==> src/design/hmvt_pkg.sv <==
package hmvt_pkg;

	// Fixed field widths
	localparam int OPCODE_W = 2;
	localparam int BIN_W    = 8;
	localparam int ADD_W    = 32;
	localparam int THR_W    = 8;

	localparam logic [OPCODE_W-1:0] OP_CLEAR  = 2'd0;
	localparam logic [OPCODE_W-1:0] OP_ADD    = 2'd1;
	localparam logic [OPCODE_W-1:0] OP_THRESH = 2'd2;
	localparam logic [OPCODE_W-1:0] OP_SPARE  = 2'd3;

	typedef enum logic [4:0] {
		S_CLEAR,
		S_IDLE,
		S_ADD_RD,
		S_ADD_WR,
		S_SUM_RD,
		S_SUM_MUL,
		S_SUM_ACC,
		S_SUM_CHK,
		S_SCAN_RD,
		S_SCAN_MUL,
		S_SCAN_ACC,
		S_SCAN_CHK,
		S_MUL_GO,
		S_MUL_WAIT,
		S_CMP,
		S_NEXT,
		S_RES
	} state_t;

	// Products of one split, in the order they are formed
	typedef enum logic [2:0] {
		M_P,
		M_Q,
		M_NUM,
		M_DEN,
		M_X,
		M_Y
	} mul_sel_t;

	typedef enum logic [1:0] {
		RA_BIN,
		RA_T,
		RA_TM1
	} ra_sel_t;

	typedef struct packed {
		logic     cap;
		logic     t_zero;
		logic     t_one;
		logic     t_inc;
		logic     clr_we;
		logic     add_we;
		ra_sel_t  ra_sel;
		logic     prod_ld;
		logic     sum_acc;
		logic     scan_init;
		logic     scan_acc;
		logic     mul_go;
		logic     mul_store;
		mul_sel_t mul_sel;
		logic     cmp;
		logic     res_load;
	} cmd_t;

	typedef struct packed {
		logic bin_ok;
		logic t_last;
		logic all_zero;
		logic side_zero;
		logic mul_busy;
		logic res_free;
	} sts_t;

endpackage

==> src/design/hmvt_ctrl.sv <==
module hmvt_ctrl (
	input  logic                          clk,
	input  logic                          arst_n,
	input  logic                          in_valid,
	output logic                          in_stall,
	input  logic [hmvt_pkg::OPCODE_W-1:0] opcode,
	input  hmvt_pkg::sts_t                sts,
	output hmvt_pkg::cmd_t                cmd
);
	import hmvt_pkg::*;

	state_t   state_q, state_d;
	mul_sel_t sel_q, sel_d;

	always_ff @(posedge clk or negedge arst_n) begin
		if (!arst_n) begin
			state_q <= S_CLEAR;
			sel_q   <= M_P;
		end else begin
			state_q <= state_d;
			sel_q   <= sel_d;
		end
	end

	// Next state
	always_comb begin
		state_d = state_q;
		sel_d   = sel_q;
		unique case (state_q)
			S_CLEAR:    if (sts.t_last) state_d = S_IDLE;
			S_IDLE: begin
				if (in_valid) begin
					unique case (opcode)
						OP_CLEAR:  state_d = S_CLEAR;
						OP_ADD:    state_d = sts.bin_ok ? S_ADD_RD : S_IDLE;
						OP_THRESH: state_d = S_SUM_RD;
						default:   state_d = S_IDLE;
					endcase
				end
			end
			S_ADD_RD:   state_d = S_ADD_WR;
			S_ADD_WR:   state_d = S_IDLE;
			S_SUM_RD:   state_d = S_SUM_MUL;
			S_SUM_MUL:  state_d = S_SUM_ACC;
			S_SUM_ACC:  state_d = sts.t_last ? S_SUM_CHK : S_SUM_RD;
			S_SUM_CHK:  state_d = sts.all_zero ? S_RES : S_SCAN_RD;
			S_SCAN_RD:  state_d = S_SCAN_MUL;
			S_SCAN_MUL: state_d = S_SCAN_ACC;
			S_SCAN_ACC: state_d = S_SCAN_CHK;
			S_SCAN_CHK: begin
				if (sts.side_zero) begin
					state_d = S_NEXT;
				end else begin
					state_d = S_MUL_GO;
					sel_d   = M_P;
				end
			end
			S_MUL_GO:   state_d = S_MUL_WAIT;
			S_MUL_WAIT: begin
				if (!sts.mul_busy) begin
					unique case (sel_q)
						M_P:     begin sel_d = M_Q;   state_d = S_MUL_GO; end
						M_Q:     begin sel_d = M_NUM; state_d = S_MUL_GO; end
						M_NUM:   begin sel_d = M_DEN; state_d = S_MUL_GO; end
						M_DEN:   begin sel_d = M_X;   state_d = S_MUL_GO; end
						M_X:     begin sel_d = M_Y;   state_d = S_MUL_GO; end
						default: state_d = S_CMP;
					endcase
				end
			end
			S_CMP:      state_d = S_NEXT;
			S_NEXT:     state_d = sts.t_last ? S_RES : S_SCAN_RD;
			S_RES:      if (sts.res_free) state_d = S_IDLE;
			default:    state_d = S_IDLE;
		endcase
	end

	// Outputs
	always_comb begin
		cmd         = '0;
		cmd.ra_sel  = RA_T;
		cmd.mul_sel = sel_q;
		in_stall    = 1'b1;
		unique case (state_q)
			S_CLEAR: begin
				cmd.clr_we = 1'b1;
				cmd.t_inc  = 1'b1;
			end
			S_IDLE: begin
				in_stall = 1'b0;
				if (in_valid) begin
					cmd.cap    = 1'b1;
					cmd.t_zero = 1'b1;
				end
			end
			S_ADD_RD:   cmd.ra_sel = RA_BIN;
			S_ADD_WR:   cmd.add_we = 1'b1;
			S_SUM_RD:   cmd.ra_sel = RA_T;
			S_SUM_MUL:  cmd.prod_ld = 1'b1;
			S_SUM_ACC: begin
				cmd.sum_acc = 1'b1;
				cmd.t_inc   = !sts.t_last;
			end
			S_SUM_CHK: begin
				cmd.scan_init = 1'b1;
				cmd.t_one     = 1'b1;
			end
			S_SCAN_RD:  cmd.ra_sel = RA_TM1;
			S_SCAN_MUL: cmd.prod_ld = 1'b1;
			S_SCAN_ACC: cmd.scan_acc = 1'b1;
			S_SCAN_CHK: ;
			S_MUL_GO:   cmd.mul_go = 1'b1;
			S_MUL_WAIT: cmd.mul_store = !sts.mul_busy;
			S_CMP:      cmd.cmp = 1'b1;
			S_NEXT:     cmd.t_inc = !sts.t_last;
			S_RES:      cmd.res_load = sts.res_free;
			default:    ;
		endcase
	end

endmodule

==> config.mk <==
export PLATFORM = sky130hd
export DESIGN_NAME = hmvt_ctrl
export DESIGN_NICKNAME = d
export VERILOG_FILES = /design/src/design/hmvt_pkg.sv /design/src/design/hmvt_ctrl.sv
export SDC_FILE = /design/constraint.sdc
export NUM_CORES = 1
export LEC_CHECK = 0
export BUFFER_PORTS_ARGS = -buffer_cell sky130_fd_sc_hd__buf_2
export CORE_MARGIN = 4
export CORE_UTILIZATION = 50
export CTS_CLUSTER_DIAMETER = 100
export DETAILED_ROUTE_END_ITERATION = 10
export PLACE_DENSITY_LB_ADDON = 0.05
export REMOVE_ABC_BUFFERS = 1
export SYNTH_ARGS = -nofsm -noshare
export SYNTH_HDL_FRONTEND = slang
export SYNTH_SLANG_ARGS = --single-unit
export TNS_END_PERCENT = 10
==> constraint.sdc <==
create_clock -name clk -period 3.8 [get_ports clk]
set_input_delay 0 -clock clk [delete_from_list [all_inputs] [get_ports clk]]
set_output_delay 0 -clock clk [all_outputs]
set_load 0.1 [all_outputs]
==> flow_summary_export.csv <==
group,metric,value,unit
clocking,worstSkewPairLatency,0.24,ns
drt,drt-met1-wl,861,µm
logic_synthesis,yosys.cell_count.top_type,"nor2_1",
floorplan,rows,13,
drt,drt-pass1-iter-count,4,
drt,vias,808,
clocking,clockBufferDepth,2,
critical_path,critPathCaptureType,"output port",
logic_synthesis,ys_types,38,
sta,finalClockSkew,0.0009452,ns
clocking,cts_max_level,1,
drt,routed.top_layer,"met3",
place,io_buffers,30,
grt,grt_max_degree,20,
critical_path,path_class,"reg2out",
clocking,cts_made_buffers,3,
logic_synthesis,yosysSeqAreaShare,0.2662,
critical_path,rrSetupSlack,1.87,ns
cells_and_area,diodes,0,
critical_path,crit_arrival,2.13,ns
drt,wl_per_cell,14.51,µm
place,dp_cells,134,
drt,avgViaCountPerCell,5.855,
drt,route.met2.wl,1023,µm
cells_and_area,fin_area,900.9,µm²
min_path,hold_start,"sts[0]",
sta,setup_ws,1.671,ns
logic_synthesis,synth_area,752.0,µm²
critical_path,setup.worst_path.end,"cmd[17]",
clocking,cts_sinks,8,
floorplan,coreArea,1366,µm²
sta,hold_violations,0,
grt,antenna_found_initial,0,
logic_synthesis,async_flop_share,1.000,
cells_and_area,multi_input_area,480.5,µm²
clocking,clk_pin_slew_worst_paths,0.05,ns
place,dp_slack,1.889,ns
drt,drc,0,
logic_synthesis,synthTopCellsByArea,"dfrtp_1, nor2_1, a21oi_1",
floorplan,die_w,46.78,µm
logic_synthesis,synth_seq_cells,8,
place,dpl.hpwl,1514,µm
status,status,"finished, final reports clean",
critical_path,r2r-start,"state_q[3]",
logic_synthesis,syn-mean-instance-area,7.673,µm²
floorplan,die_y,46.78,µm
sta,rsz0062_at_grt,"false",
critical_path,critPathLaunchType,"register",
place,place_congestion,0.7836,
logic_synthesis,synth_edf_count,0,
sta,tightest_slew,0.5599,ns
sta,finalSetupViolCount,0,
flow_run,maxCapViolations,0,
grt,grt_pass1_wl,3243,µm
drt,drt_iter0_drc,18,
logic_synthesis,syn_inst,98,
critical_path,reg2regPathDepth,4,
sta,slew_headroom,0.6267,
logic_synthesis,yosysWarningCount,0,
sta,fin_crit,2.129,ns
cells_and_area,drive_above_1_share,0.3089,
sta,whs,0.05879,ns
critical_path,cp-startpoint,"state_q[3]",
logic_synthesis,ys_top_cells_by_count,"nor2_1, dfrtp_1, nand2_1, a21oi_1, inv_1",
drt,antenna_left,0,
cells_and_area,area_delta_synth_final,19.80,%
cells_and_area,fin_cells,138,
clocking,cts_tree,"done",
place,place_area,868.3,µm²
grt,grt-ovfl-total,0,
grt,track_usage,0.2039,
cells_and_area,nFillCells,140,
drt,route.met3.wl,117,µm
clocking,cts_root_buffer,"clkbuf_4",
logic_synthesis,synth_top_area_cell,"dfrtp_1",
sta,slew_viol_final,0,
cells_and_area,ff_latch_area,200.2,µm²
floorplan,fp.dieArea,2188,µm²
sta,fmax,0.4697,GHz
logic_synthesis,synth_ff_type,"dfrtp_1",
drt,drt-total-wl,2003,µm
critical_path,worstReg2RegEnd,"sel_q[1]",
logic_synthesis,synth_top_area_share,0.2662,
floorplan,start_util,0.5504,
floorplan,ios,31,
sta,period_share,0.5603,
grt,first_global_vias,748,
cells_and_area,nets,136,
critical_path,worstPathRequired,3.80,ns
min_path,worst_hold_path_type,"in2reg",
critical_path,worstPathMaxFanout,16,
sequential cells by signal, indices dropped and copies added (netlist names):
register  flops
sel_q         3
state_q       5
what timing repair did:
action                    4_1_cts  5_1_grt
hold endpoints to repair        8        0
buffers inserted                0        0
hold buffers                    1        0
resized for setup               0        0
cells in the final DEF, fill, tap and decap left out, types with 4 or more instances in the layout:
master	Yosys	routed
nand2b_1	4	4
nor2_1	11	11
buf_2	3	30
dfrtp_1	8	8
nand2_1	7	7
a31oi_1	4	4
nor3_1	4	4
a21oi_1	6	6
inv_1	5	5
or4_1	4	4
layout make-up:
type / instances / area share
Clock buffer: 3 / 0.02500
Inverter: 5 / 0.02083
Multi-Input combinational cell: 76 / 0.5333
Sequential cell: 8 / 0.2222
Tap cell: 15 / 0.02083
Timing Repair Buffer: 31 / 0.1778
cells by family (layout without fill, tap and decap cells):
group,after synthesis,count (layout),share of synthesized area
buf+inv,14,39,0.09483
simple gates,50,50,0.3894
xor+xnor,3,3,0.03495
fa+ha+maj,1,1,0.01331
mux,2,2,0.02662
flops,8,8,0.2662
compound gates,20,20,0.1747
stage by stage:
stage / setup TNS [ns] / utilization
2_1_floorplan: -1.776 / -
3_3_place_gp: 0 / 0.6355
3_5_place_dp: 0 / 0.6355
4_1_cts: 0 / 0.6593
5_1_grt: 0 / 0.6593
6_report: 0 / 0.6593
how the worst min path moves through the flow:
stage,cells past startpoint,end
floorplan,0,sel_q[0]
global placement,1,state_q[3]
detailed placement,1,state_q[3]
CTS,3,state_q[4]
global route,3,state_q[4]
finish,3,state_q[4]
worst max-delay path: stages (launching register included):
cell     delay, ns
dfrtp_1       0.57
or2_4         0.35
nor3_1        0.35
and2_1        0.19
buf_2         0.42
per-layer routing:
layer,vias to the layer above,GRT usage
li1,400,-
met1,379,0.2774
met2,29,0.3496
met3,0,0.02682
met4,0,0.03315
met5,-,0
Power is left out: the tool's default activity adds up to more than one toggle a clock period on the data nets, which glitch-free logic cannot reach.
